`src/hdl/rsb_pkg.sv`:
```
// Shared types, constants and helper functions for the serial frame register bridge.
package rsb_pkg;

  localparam int NUM_DEVICES      = 7;
  localparam int WORDS_PER_DEVICE = 8;
  localparam int FRAME_LEN        = 10;

  localparam int STORE_WORDS = NUM_DEVICES * WORDS_PER_DEVICE;
  localparam int ADDR_W      = $clog2(STORE_WORDS);

  localparam logic [7:0] START_CH   = 8'h3A;
  localparam logic [7:0] END_CH     = 8'h23;
  localparam logic [7:0] POLL_CH    = 8'h50;
  localparam logic [7:0] BASE_ADDR  = 8'hA0;
  localparam logic [7:0] LOCAL_ADDR = 8'hA1;

  localparam int REPLY_LEN  = 10;
  localparam int PAD_TO     = 40;
  localparam int POLL_LEN   = 42;
  localparam int POLL_FIRST = 3;
  localparam int POLL_WORD  = 4;
  localparam int POLL_DEVS  = (NUM_DEVICES >= 7) ? 4 :
                              ((NUM_DEVICES > POLL_FIRST) ? NUM_DEVICES - POLL_FIRST : 0);
  localparam bit POLL_OK    = (POLL_WORD < WORDS_PER_DEVICE);

  typedef enum logic [1:0] {
    ST_CLEAR,
    ST_IDLE,
    ST_EMIT
  } state_t;

  typedef enum logic [1:0] {
    REQ_READ,
    REQ_WRITE,
    REQ_POLL
  } req_kind_t;

  typedef struct packed {
    logic              valid;
    req_kind_t         kind;
    logic [7:0]        addr;
    logic [7:0]        idx;
    logic [31:0]       value;
    logic              word_ok;
    logic [ADDR_W-1:0] mem_addr;
  } req_t;

  function automatic logic [31:0] preset_value(input logic [ADDR_W-1:0] a);
    logic [31:0] v;
    v = 32'd0;
    if (WORDS_PER_DEVICE > 1 && 32'(a) == 32'(WORDS_PER_DEVICE + 1))
      v = 32'd300;
    if (POLL_OK && NUM_DEVICES > 4 && 32'(a) == 32'(4 * WORDS_PER_DEVICE + POLL_WORD))
      v = 32'd512;
    if (POLL_OK && NUM_DEVICES > 6 && 32'(a) == 32'(6 * WORDS_PER_DEVICE + POLL_WORD))
      v = 32'd512;
    return v;
  endfunction

  function automatic logic [ADDR_W-1:0] poll_addr(input logic [2:0] g);
    logic [31:0] a;
    a = 32'd0;
    if (POLL_OK)
      a = (32'(g) + 32'(POLL_FIRST)) * 32'(WORDS_PER_DEVICE) + 32'(POLL_WORD);
    return ADDR_W'(a);
  endfunction

endpackage

```
`src/hdl/rsb_store.sv`:
```
// Register store memory: one write port, one read port with registered read data.
module rsb_store (
  input  logic                      clk,
  input  logic                      we,
  input  logic [rsb_pkg::ADDR_W-1:0] waddr,
  input  logic [31:0]               wdata,
  input  logic                      re,
  input  logic [rsb_pkg::ADDR_W-1:0] raddr,
  output logic [31:0]               rdata
);
  import rsb_pkg::*;

  logic [31:0] mem [STORE_WORDS];

  always_ff @(posedge clk) begin
    if (we) begin
      mem[waddr] <= wdata;
    end
  end

  always_ff @(posedge clk) begin
    if (re) begin
      rdata <= mem[raddr];
    end
  end

endmodule

```
`src/hdl/rsb_frame.sv`:
```
// Request frame gathering, end byte check and address decode.
module rsb_frame (
  input  logic          clk,
  input  logic          rst,
  input  logic          take,
  input  logic [7:0]    rx_byte,
  output rsb_pkg::req_t req
);
  import rsb_pkg::*;

  logic [3:0]        frame_count;
  logic [7:0]        frame_bytes [8];
  logic [2:0]        fb_idx;
  logic [7:0]        f_addr;
  logic [7:0]        f_idx;
  logic [6:0]        dev;
  logic [2:0]        word;
  logic              poll_hit;
  logic              dev_hit;
  logic              req_hit;
  logic              req_valid;
  req_kind_t         req_kind;
  logic [7:0]        req_addr;
  logic [7:0]        req_idx;
  logic [31:0]       req_value;
  logic              req_word_ok;
  logic [ADDR_W-1:0] req_mem_addr;

  assign fb_idx   = 3'(frame_count - 4'd1);
  assign f_addr   = frame_bytes[0];
  assign f_idx    = frame_bytes[1];
  assign dev      = f_addr[7:1] - BASE_ADDR[7:1];
  assign word     = f_idx[2:0];
  assign poll_hit = (f_addr == LOCAL_ADDR) && (f_idx == POLL_CH);
  assign dev_hit  = (f_addr > LOCAL_ADDR) && (dev < 7'(NUM_DEVICES));
  assign req_hit  = take && (frame_count == 4'(FRAME_LEN - 1)) && (rx_byte == END_CH) &&
                    (poll_hit || dev_hit);

  always_ff @(posedge clk) begin
    if (rst) begin
      frame_count <= 4'd0;
      req_valid   <= 1'b0;
    end else begin
      req_valid <= req_hit;
      if (take) begin
        if (frame_count == 4'd0) begin
          if (rx_byte == START_CH) begin
            frame_count <= 4'd1;
          end
        end else if (frame_count < 4'(FRAME_LEN - 1)) begin
          frame_count <= frame_count + 4'd1;
        end else begin
          frame_count <= 4'd0;
        end
      end
    end
  end

  always_ff @(posedge clk) begin
    if (take && frame_count != 4'd0 && frame_count < 4'(FRAME_LEN - 1)) begin
      frame_bytes[fb_idx] <= rx_byte;
    end
    if (req_hit) begin
      req_kind     <= poll_hit ? REQ_POLL : (f_addr[0] ? REQ_READ : REQ_WRITE);
      req_addr     <= f_addr;
      req_idx      <= f_idx;
      req_value    <= {frame_bytes[5], frame_bytes[4], frame_bytes[3], frame_bytes[2]};
      req_word_ok  <= (9'(word) < 9'(WORDS_PER_DEVICE));
      req_mem_addr <= ADDR_W'(32'(dev) * 32'(WORDS_PER_DEVICE) + 32'(word));
    end
  end

  assign req.valid    = req_valid;
  assign req.kind     = req_kind;
  assign req.addr     = req_addr;
  assign req.idx      = req_idx;
  assign req.value    = req_value;
  assign req.word_ok  = req_word_ok;
  assign req.mem_addr = req_mem_addr;

endmodule

```
`src/hdl/rsb_reply.sv`:
```
// Reply sequencer: store clearing pass, register access and reply byte emission.
module rsb_reply (
  input  logic                       clk,
  input  logic                       rst,
  input  rsb_pkg::req_t              req,
  input  logic [31:0]                rdata,
  output logic                       we,
  output logic [rsb_pkg::ADDR_W-1:0] waddr,
  output logic [31:0]                wdata,
  output logic                       re,
  output logic [rsb_pkg::ADDR_W-1:0] raddr,
  output logic [7:0]                 tx_byte,
  output logic                       frame_end,
  output logic                       strobe,
  output logic                       busy
);
  import rsb_pkg::*;

  state_t            state;
  state_t            state_next;
  req_kind_t         kind;
  logic [7:0]        addr;
  logic [7:0]        idx;
  logic              word_ok;
  logic [5:0]        pos;
  logic [2:0]        grp;
  logic [2:0]        off;
  logic [7:0]        sum;
  logic [ADDR_W-1:0] clr_addr;
  logic              in_grp;
  logic              last;
  logic              add_sum;
  logic [31:0]       wd;
  logic [1:0]        k;

  assign in_grp = (pos >= 6'd3) && (grp < 3'(POLL_DEVS));
  assign last   = (kind == REQ_POLL) ? (pos == 6'(POLL_LEN - 1)) : (pos == 6'(REPLY_LEN - 1));
  assign wd     = ((kind == REQ_POLL) ? POLL_OK : word_ok) ? rdata : 32'd0;

  always_ff @(posedge clk) begin
    if (rst) begin
      state <= ST_CLEAR;
    end else begin
      state <= state_next;
    end
  end

  always_comb begin
    state_next = state;
    we         = 1'b0;
    waddr      = '0;
    wdata      = 32'd0;
    re         = 1'b0;
    raddr      = '0;
    tx_byte    = 8'd0;
    frame_end  = 1'b0;
    strobe     = 1'b0;
    add_sum    = 1'b0;
    k          = 2'd0;
    unique case (state)
      ST_CLEAR: begin
        we    = 1'b1;
        waddr = clr_addr;
        wdata = preset_value(clr_addr);
        if (clr_addr == ADDR_W'(STORE_WORDS - 1)) begin
          state_next = ST_IDLE;
        end
      end
      ST_IDLE: begin
        if (req.valid) begin
          state_next = ST_EMIT;
          if (req.kind == REQ_READ) begin
            re    = 1'b1;
            raddr = req.mem_addr;
          end
          if (req.kind == REQ_WRITE && req.word_ok) begin
            we    = 1'b1;
            waddr = req.mem_addr;
            wdata = req.value;
          end
        end
      end
      ST_EMIT: begin
        strobe    = 1'b1;
        frame_end = last;
        if (last) begin
          state_next = ST_IDLE;
        end
        unique case (kind)
          REQ_READ: begin
            k = 2'(pos - 6'd3);
            priority if (pos == 6'd0) tx_byte = START_CH;
            else if (pos == 6'd1) tx_byte = addr;
            else if (pos == 6'd2) tx_byte = idx;
            else if (pos <= 6'd6) tx_byte = wd[8*k +: 8];
            else if (pos == 6'd7) tx_byte = sum;
            else if (pos == 6'd8) tx_byte = 8'd0;
            else tx_byte = END_CH;
            add_sum = (pos >= 6'd1) && (pos <= 6'd6);
          end
          REQ_WRITE: begin
            priority if (pos == 6'd0) tx_byte = START_CH;
            else if (pos == 6'd1) tx_byte = addr;
            else if (pos == 6'(REPLY_LEN - 1)) tx_byte = END_CH;
            else tx_byte = 8'd0;
          end
          REQ_POLL: begin
            k = 2'(off - 3'd2);
            add_sum = in_grp;
            if (in_grp && off == 3'd0) begin
              re    = 1'b1;
              raddr = poll_addr(grp);
            end
            priority if (pos == 6'd0) tx_byte = START_CH;
            else if (pos == 6'd1) tx_byte = LOCAL_ADDR;
            else if (pos == 6'd2) tx_byte = POLL_CH;
            else if (in_grp) begin
              priority if (off == 3'd0)
                tx_byte = 8'(32'(BASE_ADDR) + 32'd2 * (32'(grp) + 32'(POLL_FIRST)) + 32'd1);
              else if (off == 3'd1) tx_byte = 8'(POLL_WORD);
              else tx_byte = wd[8*k +: 8];
            end
            else if (pos < 6'(PAD_TO)) tx_byte = 8'd0;
            else if (pos == 6'(PAD_TO)) tx_byte = sum;
            else tx_byte = END_CH;
          end
          default: begin
            tx_byte = 8'd0;
          end
        endcase
      end
      default: begin
        state_next = ST_IDLE;
      end
    endcase
  end

  always_ff @(posedge clk) begin
    if (rst) begin
      clr_addr <= '0;
      pos      <= 6'd0;
      grp      <= 3'd0;
      off      <= 3'd0;
      sum      <= 8'd0;
    end else begin
      if (state == ST_CLEAR) begin
        clr_addr <= clr_addr + ADDR_W'(1);
      end
      if (state == ST_IDLE && req.valid) begin
        pos <= 6'd0;
        grp <= 3'd0;
        off <= 3'd0;
        sum <= 8'd0;
      end
      if (state == ST_EMIT) begin
        pos <= pos + 6'd1;
        if (add_sum) begin
          sum <= sum + tx_byte;
        end
        if (kind == REQ_POLL && in_grp) begin
          if (off == 3'd5) begin
            off <= 3'd0;
            grp <= grp + 3'd1;
          end else begin
            off <= off + 3'd1;
          end
        end
      end
    end
  end

  always_ff @(posedge clk) begin
    if (state == ST_IDLE && req.valid) begin
      kind    <= req.kind;
      addr    <= req.addr;
      idx     <= req.idx;
      word_ok <= req.word_ok;
    end
  end

  assign busy = (state != ST_IDLE) || req.valid;

endmodule

```
`src/hdl/serial_frame_register_bridge.sv`:
```
// Top level of the serial frame register bridge.
// The closing '#' byte sets the request register, then the state register starts the reply.
// Throughput: one received byte per cycle while idle; busy holds while a reply of 10 bytes
// (read or write) or 42 bytes (poll) goes out, one byte per cycle.
// Reset: synchronous; a clearing pass over all STORE_WORDS (56) words loads the store.
// The receiver cannot stall: each reply byte shows on strobe for one cycle.
module serial_frame_register_bridge (
  input  logic       clk,
  input  logic       rst,
  input  logic       start,
  output logic       busy,
  input  logic [7:0] rx_byte,
  output logic       strobe,
  output logic [7:0] tx_byte,
  output logic       frame_end
);
  import rsb_pkg::*;

  req_t              req;
  logic              take;
  logic              we;
  logic [ADDR_W-1:0] waddr;
  logic [31:0]       wdata;
  logic              re;
  logic [ADDR_W-1:0] raddr;
  logic [31:0]       rdata;

  assign take = start && !busy;

  rsb_frame u_frame (
    .clk     (clk),
    .rst     (rst),
    .take    (take),
    .rx_byte (rx_byte),
    .req     (req)
  );

  rsb_store u_store (
    .clk   (clk),
    .we    (we),
    .waddr (waddr),
    .wdata (wdata),
    .re    (re),
    .raddr (raddr),
    .rdata (rdata)
  );

  rsb_reply u_reply (
    .clk       (clk),
    .rst       (rst),
    .req       (req),
    .rdata     (rdata),
    .we        (we),
    .waddr     (waddr),
    .wdata     (wdata),
    .re        (re),
    .raddr     (raddr),
    .tx_byte   (tx_byte),
    .frame_end (frame_end),
    .strobe    (strobe),
    .busy      (busy)
  );

endmodule

```
`config.mk`:
```
export PLATFORM = sky130hd
export DESIGN_NAME = serial_frame_register_bridge
export DESIGN_NICKNAME = d
export VERILOG_FILES = /design/src/hdl/rsb_pkg.sv /design/src/hdl/rsb_store.sv /design/src/hdl/rsb_frame.sv /design/src/hdl/rsb_reply.sv /design/src/hdl/serial_frame_register_bridge.sv
export SDC_FILE = /design/constraint.sdc
export NUM_CORES = 2
export LEC_CHECK = 0
export ABC_AREA = 1
export BUFFER_PORTS_ARGS = -buffer_cell sky130_fd_sc_hd__buf_4
export CAP_MARGIN = 5
export CORE_ASPECT_RATIO = 1.75
export CORE_MARGIN = 2
export CORE_UTILIZATION = 46
export DETAILED_ROUTE_END_ITERATION = 8
export GPL_TIMING_DRIVEN = 0
export HOLD_SLACK_MARGIN = 0.05
export SYNTH_ARGS = -nofsm -noshare
export SYNTH_HDL_FRONTEND = slang
export SYNTH_HIERARCHICAL = 1
export SYNTH_SLANG_ARGS = --single-unit
```
`constraint.sdc`:
```
create_clock -name clk -period 4.58 [get_ports clk]
set_input_delay 0.687 -clock clk [delete_from_list [all_inputs] [get_ports clk]]
set_output_delay 0.687 -clock clk [all_outputs]
set_load 0.005 [all_outputs]
```
==> reports/metrics.yaml <==
grt_pass1_wl_mm: 392
rr_worst_depth: 10
cts_buffers: 180
hold_path_startpoint: "rst"
seqPwrFrac: 0.552
num_vias: 57000
gp_congestion: 1.02
path_cells: "inv_1 > ha_1 > nand2_1 > nor2_1 > nand3_1 > clkbuf_1 > o22ai_1 > nand3_2 > nor2_4 > buf_16"
root_buffer: "clkbuf_16"
area_delta_synth_final_pct: 15.0
whs_endpoint: "u_frame/frame_count[0]$_SDFFE_PP0P_"
cts_buffer_depth: 4
internal_power_mw: 28.4
finalHoldViolCount: 0
power_mw: 36.6
multi_input_area_mm2: 0.0201
holdBufCountCts: 0
regToRegSetupSlack_ns: 0.01
synth_commonest_cells: "2201 x nand2_1, 1941 x edfxtp_1, 1356 x nand3_1"
ys.warnings.count: 6
die_h_um: 562
synth_area_leaders: "edfxtp_1 71%, nand2_1 10%, nand3_1 8.3%"
synth_top_family_by_area: "simple AND/OR/NAND/NOR gates"
power_density_mw_per_mm2: 389
tightest_slew_ns: 1.33
synth_cell_types: 52
antenna_found_initial: 17
wl_met1_mm: 93.9
first_global_vias: 55000
portBuffers: 21
slowest_delay_ns: 0.93
synth_nets: 7220
ys_ff_latch: 1974
drt_iter0_markers: 6236
drcViolationCount: 0
crit_path_start_kind: "flop"
vias_per_cell: 5.67
setup_tns_ns: 0
top_layer: "met5"
final.setup.worst_slack_ns: 0.0128
dp_hpwl_mm: 204
async_reset_ff_frac: 0
wl_mm: 282
fmax_mhz: 219
synth.yosys.seq_area_share: 0.721
num_rows: 204
end_kind: "flop"
comb_power_share: 0.053
synth_most_common_cell: "nand2_1"
syn_inst: 7185
grt_overflow: 0
synth_edf_count: 1941
p_switching_mw: 8.17
timing.critical_path.required_ns: 5.10
synth_xor_area_frac: 0.000643
final_util: 0.532
hold_class: "in2reg"
dieWidth_um: 323
slowest_stage: "o22ai_1"
grt_max_degree: 39
place_ws_ns: -1.37
wl_met2_mm: 144
p_sw_frac: 0.224
seqCellArea_mm2: 0.0589
slew_violations: 0
power_leakage_nw: 34.0
whs_path_depth: 2
firstDrtPassIters: 9
drive_gt1_frac: 0.109
die-area_mm2: 0.181
core_area_mm2: 0.177
synth_area_leader_cell: "edfxtp_1"
crit_fanout: 13
grtUsageTotal: 0.309
crit_type: "reg2reg"
synth_fa_ha_area_frac: 0.00376
vdd_drop_max_mv: 0.357
clkTransAtPathRegs_ns: 0.07
synth_simple_gate_area_share: 0.206
top_level_ports: 22
htreeDepth: 4
nets: 7581
maxCapViolCount: 0
status: "complete, no violations"
fillCellCount: 15300
synth_top_flop_cell: "edfxtp_1"
rr_endpoint: "u_store/mem[45][14]$_DFFE_PP_"
synthMuxAreaShare: 0
ant_nets: 0
syn_area_mm2: 0.0818
clk_latency_ns: 0.86
period_minus_slack_ns: 4.57
arrival_ns: 5.09
pwr-share-clk: 0.395
holdWs_ns: 0.118
slew_headroom: 0.116
route.met3.wl_mm: 18.1
clock_skew_ns: 0.0680
worst_r2r_startpoint: "u_reply/state[1]$_SDFFE_PP0P_"
setup_viol: 0
synth-compound-area-share: 0.0239
fin_crit_sh: 0.997
netlist.area_leader.share: 0.713
wire_per_inst_um: 28.1
clkSinkCount: 1974
start_util: 0.463
syn_area_per_cell_um2: 11.4
cts_tree: "done"
==> cells in the final DEF, fill, tap and decap left out, types with 5 or more instances in the layout <==
| master | instances |
|---|---|
| clkinv_1 | 34 |
| a31oi_1 | 6 |
| nor2_2 | 10 |
| buf_12 | 115 |
| nand4_1 | 10 |
| nand3_2 | 12 |
| buf_1 | 58 |
| buf_6 | 17 |
| a21oi_1 | 45 |
| clkbuf_2 | 15 |
| clkinvlp_4 | 6 |
| buf_4 | 84 |
| nor2_1 | 286 |
| nand2_2 | 14 |
| nand3_1 | 1345 |
| buf_2 | 177 |
| inv_2 | 10 |
| o211ai_1 | 8 |
| nor3_1 | 25 |
| o21ai_4 | 6 |
| nor2_4 | 96 |
| inv_6 | 5 |
| buf_16 | 10 |
| bufinv_16 | 10 |
| dfxtp_1 | 33 |
| o21ai_0 | 203 |
| clkinv_2 | 38 |
| o21ai_1 | 30 |
| edfxtp_1 | 1941 |
| ha_1 | 23 |
| clkbuf_16 | 181 |
| diode_2 | 12 |
| clkbuf_1 | 133 |
| inv_1 | 397 |
| o22ai_1 | 39 |
| nand2_1 | 2193 |
| clkbuf_4 | 6 |
==> worst max path at each step <==
stage | from | to | slack, ns | depth (start not counted)
after floorplan | u_reply/state[0]$_SDFFE_PP0P_ | u_store/rdata[0]$_DFFE_PP_ | 0.45 | 7
after global placement | u_reply/state[1]$_SDFFE_PP0P_ | u_store/mem[44][9]$_DFFE_PP_ | -6.14 | 7
after detailed placement | u_reply/state[0]$_SDFFE_PP0P_ | u_store/rdata[5]$_DFFE_PP_ | -1.37 | 15
after CTS | u_reply/state[1]$_SDFFE_PP0P_ | u_store/rdata[20]$_DFFE_PP_ | 0.01 | 18
after global routing | u_reply/pos[0]$_SDFFE_PP0P_ | tx_byte[1] | -0.006 | 15
final | u_reply/state[1]$_SDFFE_PP0P_ | u_store/mem[45][14]$_DFFE_PP_ | 0.01 | 10
==> worst max-delay path, delay by kind of cell (launching register included) <==
| kind | cells | cell delay (ns) |
|---|---|---|
| and+or+nand+nor | 5 | 2.03 |
| AOI/OAI and AO/OA | 1 | 0.93 |
| buffers and inverters | 3 | 0.73 |
| DFF | 1 | 0.32 |
| adders and majority gates | 1 | 0.20 |
==> layout make-up <==
type | instances | share of cell area
antenna | 12 | 0.000319
sequential | 1974 | 0.627
multi-input combinational | 4392 | 0.213
timing repair buffer | 172 | 0.0312
clock buffer | 214 | 0.0497
tap | 2369 | 0.0315
clock inverter | 97 | 0.00820
inverter | 411 | 0.0165
buffer | 415 | 0.0225
==> flip-flops by register name, summed over array words and instances, names as in the netlist <==
register,count
u_reply/grp,3
u_frame/frame_bytes,48
u_store/mem,1792
u_reply/addr,8
u_reply/off,3
u_frame/req_addr,8
u_frame/req,32
u_reply/sum,8
u_reply/word_ok,1
u_reply/clr_addr,6
u_frame/req_kind,2
u_reply/idx,8
u_reply/kind,2
u_frame/req_valid,1
u_store/rdata,32
u_frame/frame_count,4
u_frame/req_idx,8
u_reply/state,2
u_reply/pos,6
==> repair_timing <==
action / CTS / global route
pin swaps: 24 / 2
gates resized for setup: 49 / 29
gates cloned: 7 / 0
setup endpoints to repair: 1826 / 68
setup buffers: 35 / 2
==> per-layer routing <==
layer	up-vias	GRT usage
met3	796	0.0413
met1	28000	0.333
met2	2610	0.545
met4	12	0.240
met5	-	0
li1	25500	-
==> power by group through the flow <==
| stage | combinational, mW | clock [mW] | sequential [mW] |
|---|---|---|---|
| 2_1_floorplan | 0.845 | 0 | 20.6 |
| 3_3_place_gp | 1.63 | 0 | 20.6 |
| 3_5_place_dp | 1.83 | 0 | 20.6 |
| 4_1_cts | 1.87 | 14.6 | 20.2 |
| 5_1_grt | 1.98 | 15.2 | 20.2 |
| 6_report | 1.93 | 14.4 | 20.2 |
==> cells by family (layout without fill, tap and decap cells) <==
| family | count (synthesis) | after routing |
|---|---|---|
| buf+inv | 826 | 1309 |
| xor+xnor | 6 | 6 |
| flops | 1974 | 1974 |
| fa+ha+maj | 24 | 24 |
| simple gates | 3993 | 4000 |
| other cells | 1 | 13 |
| compound gates | 361 | 361 |
==> through the flow <==
stage,instance area [µm²],cells
floorplan,81800,7185
global placement,84900,9575
detailed placement,87900,9688
CTS,93900,10000
global route,94000,10000
finish,94000,10100
Power figures use the tool's default switching activity.
